**src/rtl/core/msae_pkg.sv**
```systemverilog
// Package for the MIPS64 SPECIAL-group execute block.
// Holds payload structs and function codes; no dependencies.
package msae_pkg;

    typedef struct packed {
        logic [5:0]  operation;
        logic [63:0] source_value;
        logic [63:0] target_value;
        logic [4:0]  shift_amount;
    } t_in_word;

    typedef struct packed {
        logic [63:0] dest_value;
        logic        dest_write;
        logic        unsupported;
    } t_out_word;

    localparam logic [5:0] OP_SLL    = 6'h00;
    localparam logic [5:0] OP_SRL    = 6'h02;
    localparam logic [5:0] OP_SRA    = 6'h03;
    localparam logic [5:0] OP_SLLV   = 6'h04;
    localparam logic [5:0] OP_SRLV   = 6'h06;
    localparam logic [5:0] OP_SRAV   = 6'h07;
    localparam logic [5:0] OP_JR     = 6'h08;
    localparam logic [5:0] OP_SYNC   = 6'h0F;
    localparam logic [5:0] OP_MFHI   = 6'h10;
    localparam logic [5:0] OP_MTHI   = 6'h11;
    localparam logic [5:0] OP_MFLO   = 6'h12;
    localparam logic [5:0] OP_MTLO   = 6'h13;
    localparam logic [5:0] OP_MULT   = 6'h18;
    localparam logic [5:0] OP_MULTU  = 6'h19;
    localparam logic [5:0] OP_DIV    = 6'h1A;
    localparam logic [5:0] OP_DIVU   = 6'h1B;
    localparam logic [5:0] OP_DMULT  = 6'h1C;
    localparam logic [5:0] OP_DMULTU = 6'h1D;
    localparam logic [5:0] OP_DDIV   = 6'h1E;
    localparam logic [5:0] OP_DDIVU  = 6'h1F;
    localparam logic [5:0] OP_ADD    = 6'h20;
    localparam logic [5:0] OP_ADDU   = 6'h21;
    localparam logic [5:0] OP_SUB    = 6'h22;
    localparam logic [5:0] OP_SUBU   = 6'h23;
    localparam logic [5:0] OP_AND    = 6'h24;
    localparam logic [5:0] OP_OR     = 6'h25;
    localparam logic [5:0] OP_XOR    = 6'h26;
    localparam logic [5:0] OP_NOR    = 6'h27;
    localparam logic [5:0] OP_SLT    = 6'h2A;
    localparam logic [5:0] OP_SLTU   = 6'h2B;
    localparam logic [5:0] OP_DADD   = 6'h2C;
    localparam logic [5:0] OP_DADDU  = 6'h2D;
    localparam logic [5:0] OP_DSUB   = 6'h2E;
    localparam logic [5:0] OP_DSUBU  = 6'h2F;
    localparam logic [5:0] OP_DSLL32 = 6'h3C;
    localparam logic [5:0] OP_DSRL32 = 6'h3E;
    localparam logic [5:0] OP_DSRA32 = 6'h3F;

    localparam int unsigned MD_STEPS = 64;

    function automatic logic [63:0] sx32(input logic [31:0] x);
        return {{32{x[31]}}, x};
    endfunction

endpackage

```
**src/rtl/core/msae_muldiv.sv**
```systemverilog
// Shared shift-add multiplier and restoring divider, one bit per cycle.
// Depends on msae_pkg. Works on unsigned magnitudes; sign fixes are outside.
module msae_muldiv
    import msae_pkg::*;
(
    input  logic        i_clk,
    input  logic        i_rst_n,
    input  logic        i_start,
    input  logic        i_div,
    input  logic [63:0] i_a,
    input  logic [63:0] i_b,
    output logic        o_done,
    output logic [63:0] o_hi,
    output logic [63:0] o_lo
);

    logic [6:0]  r_cnt;
    logic        r_busy;
    logic        r_div;
    logic [63:0] r_b;
    logic [63:0] r_hi;
    logic [63:0] r_lo;
    logic [64:0] w_sum;
    logic [64:0] w_rem;
    logic [64:0] w_diff;

    // Multiply: conditional add of b into hi, then shift hi:lo right.
    // Divide: shift remainder:quotient left, trial subtract.
    assign w_sum  = {1'b0, r_hi} + (r_lo[0] ? {1'b0, r_b} : 65'd0);
    assign w_rem  = {r_hi, r_lo[63]};
    assign w_diff = w_rem - {1'b0, r_b};

    always_ff @(posedge i_clk) begin
        if (!i_rst_n) begin
            r_busy <= 1'b0;
            r_cnt  <= '0;
            o_done <= 1'b0;
        end else begin
            o_done <= 1'b0;
            if (i_start) begin
                r_busy <= 1'b1;
                r_cnt  <= 7'(MD_STEPS);
                r_div  <= i_div;
                r_b    <= i_b;
                r_hi   <= '0;
                r_lo   <= i_a;
            end else if (r_busy) begin
                if (r_div) begin
                    if (!w_diff[64]) begin
                        r_hi <= w_diff[63:0];
                        r_lo <= {r_lo[62:0], 1'b1};
                    end else begin
                        r_hi <= w_rem[63:0];
                        r_lo <= {r_lo[62:0], 1'b0};
                    end
                end else begin
                    r_hi <= w_sum[64:1];
                    r_lo <= {w_sum[0], r_lo[63:1]};
                end
                r_cnt <= r_cnt - 7'd1;
                if (r_cnt == 7'd1) begin
                    r_busy <= 1'b0;
                    o_done <= 1'b1;
                end
            end
        end
    end

    assign o_hi = r_hi;
    assign o_lo = r_lo;

endmodule

```
**src/rtl/core/mips64_special_alu_execute.sv**
```systemverilog
// Top level of the MIPS64 SPECIAL-group execute block with HI/LO.
// Depends on msae_pkg and msae_muldiv.
//
//  channel | signals                     | payload
//  in      | i_in_valid / o_in_ready     | t_in_word  i_in_word
//  out     | o_out_valid / i_out_ready   | t_out_word o_out_word
//
// ALU, shift and move words have their result valid in the cycle after acceptance.
// Multiply and divide take 64 steps in the shared bit-serial unit; its done flag
// moves the sequencer to the sign fix-up state, which writes HI/LO and raises valid.
// Synchronous active-low reset clears HI, LO and the sequencer.
// One word at a time: input is not ready until the result is taken.
module mips64_special_alu_execute
    import msae_pkg::*;
(
    input  logic      i_clk,
    input  logic      i_rst_n,
    input  logic      i_in_valid,
    output logic      o_in_ready,
    input  t_in_word  i_in_word,
    output logic      o_out_valid,
    input  logic      i_out_ready,
    output t_out_word o_out_word
);

    typedef enum logic [1:0] {S_IDLE, S_MD, S_FIX, S_OUT} t_state;

    t_state      r_state;
    logic [63:0] r_hi;
    logic [63:0] r_lo;
    logic [5:0]  r_op;
    logic        r_neg_q;
    logic        r_neg_r;
    logic        r_zero;
    logic        r_ovf;
    logic [63:0] r_dvd;

    logic        w_start;
    logic        w_div;
    logic [63:0] w_a;
    logic [63:0] w_b;
    logic        w_done;
    logic [63:0] w_mhi;
    logic [63:0] w_mlo;

    logic [63:0] rs;
    logic [63:0] rt;
    logic [4:0]  sa;
    logic [4:0]  w_amt;
    logic [63:0] n_val;
    logic        n_wr;
    logic        n_bad;
    logic        w_md;
    logic        w_accept;
    logic [63:0] w_sa;
    logic [63:0] w_sb;
    logic [63:0] w_ma;
    logic [63:0] w_mb;
    logic        w_na;
    logic        w_nb;
    logic [63:0] w_q;
    logic [63:0] w_r;
    logic [63:0] n_hi;
    logic [63:0] n_lo;

    assign rs = i_in_word.source_value;
    assign rt = i_in_word.target_value;
    assign sa = i_in_word.shift_amount;
    assign o_in_ready = (r_state == S_IDLE);
    assign w_accept = i_in_valid && o_in_ready;
    assign w_amt = (i_in_word.operation[2]) ? rs[4:0] : sa;

    always_comb begin
        n_val = '0;
        n_wr  = 1'b1;
        n_bad = 1'b0;
        w_md  = 1'b0;
        unique case (i_in_word.operation)
            OP_SLL, OP_SLLV: n_val = sx32(rt[31:0] << w_amt);
            OP_SRL, OP_SRLV: n_val = sx32(rt[31:0] >> w_amt);
            OP_SRA, OP_SRAV: n_val = sx32(32'($signed(rt[31:0]) >>> w_amt));
            OP_SYNC, OP_MTHI, OP_MTLO: n_wr = 1'b0;
            OP_MFHI: n_val = r_hi;
            OP_MFLO: n_val = r_lo;
            OP_MULT, OP_MULTU, OP_DIV, OP_DIVU,
            OP_DMULT, OP_DMULTU, OP_DDIV, OP_DDIVU: begin
                n_wr = 1'b0;
                w_md = 1'b1;
            end
            OP_ADD, OP_ADDU: n_val = sx32(rs[31:0] + rt[31:0]);
            OP_SUB, OP_SUBU: n_val = sx32(rs[31:0] - rt[31:0]);
            OP_AND: n_val = rs & rt;
            OP_OR:  n_val = rs | rt;
            OP_XOR: n_val = rs ^ rt;
            OP_NOR: n_val = ~(rs | rt);
            OP_SLT: n_val = {63'd0, $signed(rs) < $signed(rt)};
            OP_SLTU: n_val = {63'd0, rs < rt};
            OP_DADD, OP_DADDU: n_val = rs + rt;
            OP_DSUB, OP_DSUBU: n_val = rs - rt;
            OP_DSLL32: n_val = {rt[31:0], 32'd0} << sa;
            OP_DSRL32: n_val = {32'd0, rt[63:32]} >> sa;
            OP_DSRA32: n_val = 64'($signed({{32{rt[63]}}, rt[63:32]}) >>> sa);
            default: begin
                n_wr  = 1'b0;
                n_bad = 1'b1;
            end
        endcase
    end

    // Operands for the shared unit: word ops take sign or zero extension,
    // signed ops are turned into magnitudes.
    always_comb begin
        w_sa = rs;
        w_sb = rt;
        w_na = 1'b0;
        w_nb = 1'b0;
        case (i_in_word.operation)
            OP_MULT, OP_DIV: begin
                w_sa = sx32(rs[31:0]);
                w_sb = sx32(rt[31:0]);
                w_na = rs[31];
                w_nb = rt[31];
            end
            OP_MULTU, OP_DIVU: begin
                w_sa = {32'd0, rs[31:0]};
                w_sb = {32'd0, rt[31:0]};
            end
            OP_DMULT, OP_DDIV: begin
                w_na = rs[63];
                w_nb = rt[63];
            end
            default: ;
        endcase
        w_ma = w_na ? -w_sa : w_sa;
        w_mb = w_nb ? -w_sb : w_sb;
    end

    assign w_start = w_accept && w_md;
    assign w_div   = i_in_word.operation[1];
    assign w_a     = w_ma;
    assign w_b     = w_mb;

    msae_muldiv u_md (
        .i_clk  (i_clk),
        .i_rst_n(i_rst_n),
        .i_start(w_start),
        .i_div  (w_div),
        .i_a    (w_a),
        .i_b    (w_b),
        .o_done (w_done),
        .o_hi   (w_mhi),
        .o_lo   (w_mlo)
    );

    // Sign fix-up of the unit's magnitude result.
    always_comb begin
        w_q = r_neg_q ? -w_mlo : w_mlo;
        w_r = r_neg_r ? -w_mhi : w_mhi;
        n_hi = r_hi;
        n_lo = r_lo;
        if (!r_op[1]) begin
            // 128-bit product negation for the signed forms.
            {n_hi, n_lo} = r_neg_q ? -{w_mhi, w_mlo} : {w_mhi, w_mlo};
            if (!r_op[2]) begin
                // A word product fits in 64 bits; split it into two sign-extended halves.
                n_lo = sx32(w_q[31:0]);
                n_hi = sx32(w_q[63:32]);
            end
        end else if (!r_zero) begin
            if (r_ovf) begin
                n_lo = r_dvd;
                n_hi = '0;
            end else if (!r_op[2]) begin
                n_lo = sx32(w_q[31:0]);
                n_hi = sx32(w_r[31:0]);
            end else begin
                n_lo = w_q;
                n_hi = w_r;
            end
        end
    end

    always_ff @(posedge i_clk) begin
        if (!i_rst_n) begin
            r_state     <= S_IDLE;
            r_hi        <= '0;
            r_lo        <= '0;
            o_out_valid <= 1'b0;
        end else begin
            unique case (r_state)
                S_IDLE: begin
                    if (w_accept) begin
                        r_op    <= i_in_word.operation;
                        r_neg_q <= w_na ^ w_nb;
                        r_neg_r <= w_na;
                        r_zero  <= (w_sb == 64'd0);
                        r_ovf   <= w_na && (w_sa == {1'b1, 63'd0}) && (w_sb == '1);
                        r_dvd   <= w_sa;
                        o_out_word.dest_value  <= n_val;
                        o_out_word.dest_write  <= n_wr;
                        o_out_word.unsupported <= n_bad;
                        if (i_in_word.operation == OP_MTHI) r_hi <= rs;
                        if (i_in_word.operation == OP_MTLO) r_lo <= rs;
                        if (w_md) begin
                            r_state <= S_MD;
                        end else begin
                            r_state     <= S_OUT;
                            o_out_valid <= 1'b1;
                        end
                    end
                end
                S_MD: begin
                    if (w_done) r_state <= S_FIX;
                end
                S_FIX: begin
                    r_hi        <= n_hi;
                    r_lo        <= n_lo;
                    r_state     <= S_OUT;
                    o_out_valid <= 1'b1;
                end
                S_OUT: begin
                    if (i_out_ready) begin
                        o_out_valid <= 1'b0;
                        r_state     <= S_IDLE;
                    end
                end
                default: r_state <= S_IDLE;
            endcase
        end
    end

    assert property (@(posedge i_clk) disable iff (!i_rst_n)
        o_out_valid |-> (r_state == S_OUT))
        else $error("result valid outside output state");
    assert property (@(posedge i_clk) disable iff (!i_rst_n)
        (r_state == S_MD) |=> (r_hi == $past(r_hi)) && (r_lo == $past(r_lo)))
        else $error("HI/LO changed during multiply or divide");
    assert property (@(posedge i_clk) disable iff (!i_rst_n)
        (o_out_valid && o_out_word.unsupported) |-> !o_out_word.dest_write)
        else $error("unsupported word flagged as a write");

endmodule
```
**config.mk**
```make
export PLATFORM = sky130hd
export DESIGN_NAME = mips64_special_alu_execute
export DESIGN_NICKNAME = d
export VERILOG_FILES = /design/src/rtl/core/msae_pkg.sv /design/src/rtl/core/msae_muldiv.sv /design/src/rtl/core/mips64_special_alu_execute.sv
export SDC_FILE = /design/constraint.sdc
export NUM_CORES = 2
export LEC_CHECK = 0
export ABC_CLOCK_PERIOD_IN_PS = 10900
export BUFFER_PORTS_ARGS = -buffer_cell sky130_fd_sc_hd__buf_2
export CAP_MARGIN = 10
export CELL_PAD_IN_SITES_DETAIL_PLACEMENT = 2
export CELL_PAD_IN_SITES_GLOBAL_PLACEMENT = 2
export CORE_MARGIN = 2
export CORE_UTILIZATION = 38
export DETAILED_ROUTE_END_ITERATION = 7
export HOLD_SLACK_MARGIN = 0.15
export MAX_ROUTING_LAYER = met4
export PLACE_DENSITY_LB_ADDON = 0.1
export SLEW_MARGIN = 15
export SYNTH_ARGS = -nofsm -noshare
export SYNTH_HDL_FRONTEND = slang
export SYNTH_HIERARCHICAL = 1
export SYNTH_SLANG_ARGS = --single-unit
export TNS_END_PERCENT = 1
```
**constraint.sdc**
```tcl
create_clock -name i_clk -period 10.9 [get_ports i_clk]
set_clock_uncertainty 0.1 [all_clocks]
set_input_delay 2.18 -clock i_clk [delete_from_list [all_inputs] [get_ports i_clk]]
set_output_delay 2.18 -clock i_clk [all_outputs]
set_load 0.02 [all_outputs]
```
==> flow_metrics.py <==
metrics = {
    "status": {
        "status": "finished, violations left",
        "violations": "DRC",
    },
    "synthesis": {
        "synth_top_area_share": 0.177,
        "synthTopCellsByArea": "edfxtp_1, ha_1, a21oi_1",
        "synthArstFlopShare": 0,
        "synth-xor-area-share": 0.0662,
        "avgSynthCellArea_um2": 7.55,
        "synth.area.mux_share": 0.0648,
        "syn_nets": 7891,
        "synth_edf_count": 329,
        "yosys.area.top_type": "edfxtp_1",
        "synth-compound-area-share": 0.301,
        "synth_seq_cells": 469,
        "synth_cell_type_count": 110,
        "netlist_instances": 7409,
        "synth_top_family_by_area": "compound AO/OA/AOI/OAI gates",
        "synth-adder-area-share": 0.0763,
        "synth-seq-area-share": 0.227,
        "yosys.area_share.simple": 0.203,
        "yosysWarnings": 6,
        "syn_area_um2": 56000,
        "synth_ff_type": "edfxtp_1",
    },
    "job": {
        "drv_cap": 0,
    },
    "critical_path": {
        "crit_top_cell": "buf_4",
        "r2r_slack_ns": 4.97,
        "startpoint_type": "input port",
        "worstSetupEndpointType": "register",
        "r2r-start": "u_md/o_lo[0]",
        "arrival_ns": 7.59,
        "crit_required_ns": 11.27,
        "cpPeakStageDelay_ns": 0.81,
        "critical_path_class": "input port to register",
        "cp_slowest_cell": "mux2_2",
        "startpoint": "i_in_word[135]",
        "cp_max_fo": 35,
        "rr_worst_depth": 13,
        "crit_chain": "buf_2 -> mux2_2 -> buf_4 -> mux4_2 -> mux2i_1 -> o22ai_1 -> nor3_1 -> o311ai_0 -> buf_4 -> or4_1 -> buf_4 -> a2111oi_2 -> nor4b_1 -> a2bb2oi_1",
    },
    "power": {
        "leakagePower_uw": 0.0231,
        "vdd_drop_max_mv": 0.151,
        "powerDensity_nw_per_um2": 139,
    },
    "detailed_routing": {
        "wl_um": 379000,
        "drt_iter0_drc": 10100,
        "wl_per_cell_um": 40.9,
        "ant_nets": 0,
        "num_vias": 67800,
        "dr.pass1.iters": 8,
        "via_per_inst": 7.30,
        "drc": 2,
    },
    "die": {
        "chipWidth_um": 388,
        "rows": 140,
        "die-area_um2": 150000,
        "core_um2": 146000,
        "start_util": 0.383,
        "ios": 211,
        "die_h_um": 388,
    },
    "cells_and_area": {
        "most-common-layout-cells": "nand2_1, a21oi_1, nor2_1, o21ai_0, ha_1",
        "final_common_cell": "nand2_1",
        "fillers": 16800,
        "nNetsFinal": 7755,
        "areaGrowthSynthToFinish_pct": 8.81,
        "drive_gt1_frac": 0.0930,
        "design_area_um2": 60900,
    },
    "place": {
        "port-buffer-count": 210,
        "place_area_um2": 58700,
        "dp.final_hpwl_um": 294000,
        "post-place-ws_ns": 3.09,
        "place.gp.congestion": 1.10,
    },
    "clocking": {
        "htreeDepth": 2,
        "clock_latency_ns": 0.75,
        "clkTransAtPathRegs_ns": 0.07,
        "post_cts_buffers": 0,
        "clock-sinks": 469,
        "cts_tree": "done",
        "clk_root_buffer_cell": "clkbuf_16",
        "cts_buffer_depth": 3,
        "cts-buffers-inserted": 61,
        "holdBufCountCts": 0,
        "ctsResizeCount": 0,
    },
    "global_route": {
        "grt_usage": 0.498,
        "grt_pass1_vias": 67600,
        "antenna_found_initial": 40,
        "grt_remaining_overflow": 0,
        "grt_pass1_wl_um": 530000,
        "grt_max_degree": 133,
    },
    "sta": {
        "fin_crit_sh": 0.662,
        "setup_viol": 0,
        "whs_ns": 0.367,
        "max_freq_mhz": 139,
        "fin_ws_ns": 3.68,
        "slew_headroom": 0.101,
        "period_needed_ns": 7.22,
        "slew_violations": 0,
        "final_hold_viol_count": 0,
        "worstMarginPinSlew_ns": 1.33,
        "setup-tns-final_ns": 0,
        "rsz0062_at_grt": "false",
    },
    "min_path": {
        "worstHoldPathType": "register to register",
        "worstHoldStart": "r_hi[25]",
        "min_delay_path_depth": 2,
    },
}
[worst paths after layout]
path | to
hold reg to reg | r_hi[25]
setup reg to reg | u_md/o_hi[58]
hold / removal | r_hi[25]
setup / recovery | o_out_word[63]
[logic make-up after synthesis]
group | after synthesis
AOI/OAI and AO/OA | 2586
xor gates and xnor gates | 423
adders and majority gates | 339
buffers and inverters | 904
DFF | 469
muxes | 293
and+or+nand+nor | 2395
[synth_stat cells, types with 25 or more instances]
cell / n
buf_1: 53
o21bai_1: 62
o21ai_1: 29
o21ai_0: 599
and3_1: 42
o22ai_1: 67
nand3_1: 194
nand2_1: 739
o2111ai_1: 25
nor2_1: 635
clkbuf_1: 494
nand4_1: 112
nor2b_1: 45
ha_1: 335
a221o_1: 28
a311oi_1: 31
a21o_1: 102
a221oi_1: 62
o31ai_1: 109
o41ai_1: 27
a22oi_1: 98
dfxtp_1: 140
edfxtp_1: 329
xnor2_1: 256
o221ai_1: 54
a31oi_1: 102
o211ai_1: 101
or3_1: 69
a211oi_1: 149
mux2i_1: 224
or2_2: 36
nand2b_1: 42
xor2_1: 167
and2_1: 104
a21oi_1: 634
nor3_1: 167
mux4_2: 54
o21a_1: 45
nor4_1: 83
or4_1: 45
inv_1: 328
a2111oi_0: 38
[state kept, by name, indices dropped and copies added (netlist names), 2 cells and up]
| register | cells |
|---|---|
| u_md/r_cnt | 7 |
| u_md/o_hi | 64 |
| o_out_word | 66 |
| u_md/r_b | 64 |
| u_md/o_lo | 64 |
| r_state | 2 |
| r_op | 2 |
| r_dvd | 64 |
| r_lo | 64 |
| r_hi | 64 |
[where the power goes]
part	internal, µW	total (µW)	switching [µW]
Combinational	948	3540	2590
Sequential	2270	2680	409
Clock	1210	2240	1020
[per-stage QoR]
step	util	std cells	total power [µW]
floorplan	-	7409	4390
global placement	0.402	9124	5780
detailed placement	0.402	9127	5920
CTS	0.417	9243	8210
global route	0.417	9270	8580
finish	0.417	9280	8450
[worst max-delay path, delay by kind of cell]
kind	cells	cell delay, ns
compound gates	4	0.97
buf+inv	4	1.79
mux	3	1.51
simple gates	3	1.05
[final cells by class]
cell class | count | area [µm²] | area share
clock buffer | 84 | 1770 | 0.0290
sequential | 469 | 12700 | 0.208
antenna | 37 | 92.6 | 0.00152
timing repair buffer | 366 | 2250 | 0.0370
multi-input combinational | 6036 | 40100 | 0.659
inverter | 339 | 1270 | 0.0209
clock inverter | 32 | 324 | 0.00532
tap | 1917 | 2400 | 0.0394
[layer usage]
layer  vias to the layer above  wire length, µm  track usage
met1                     34700           147000        0.620
met3                      1102            44100        0.129
met5                         -                0            -
met2                      4562           161000        0.728
met4                         0            26900        0.278
li1                      27400                -            -
Power figures use the tool's default switching activity.
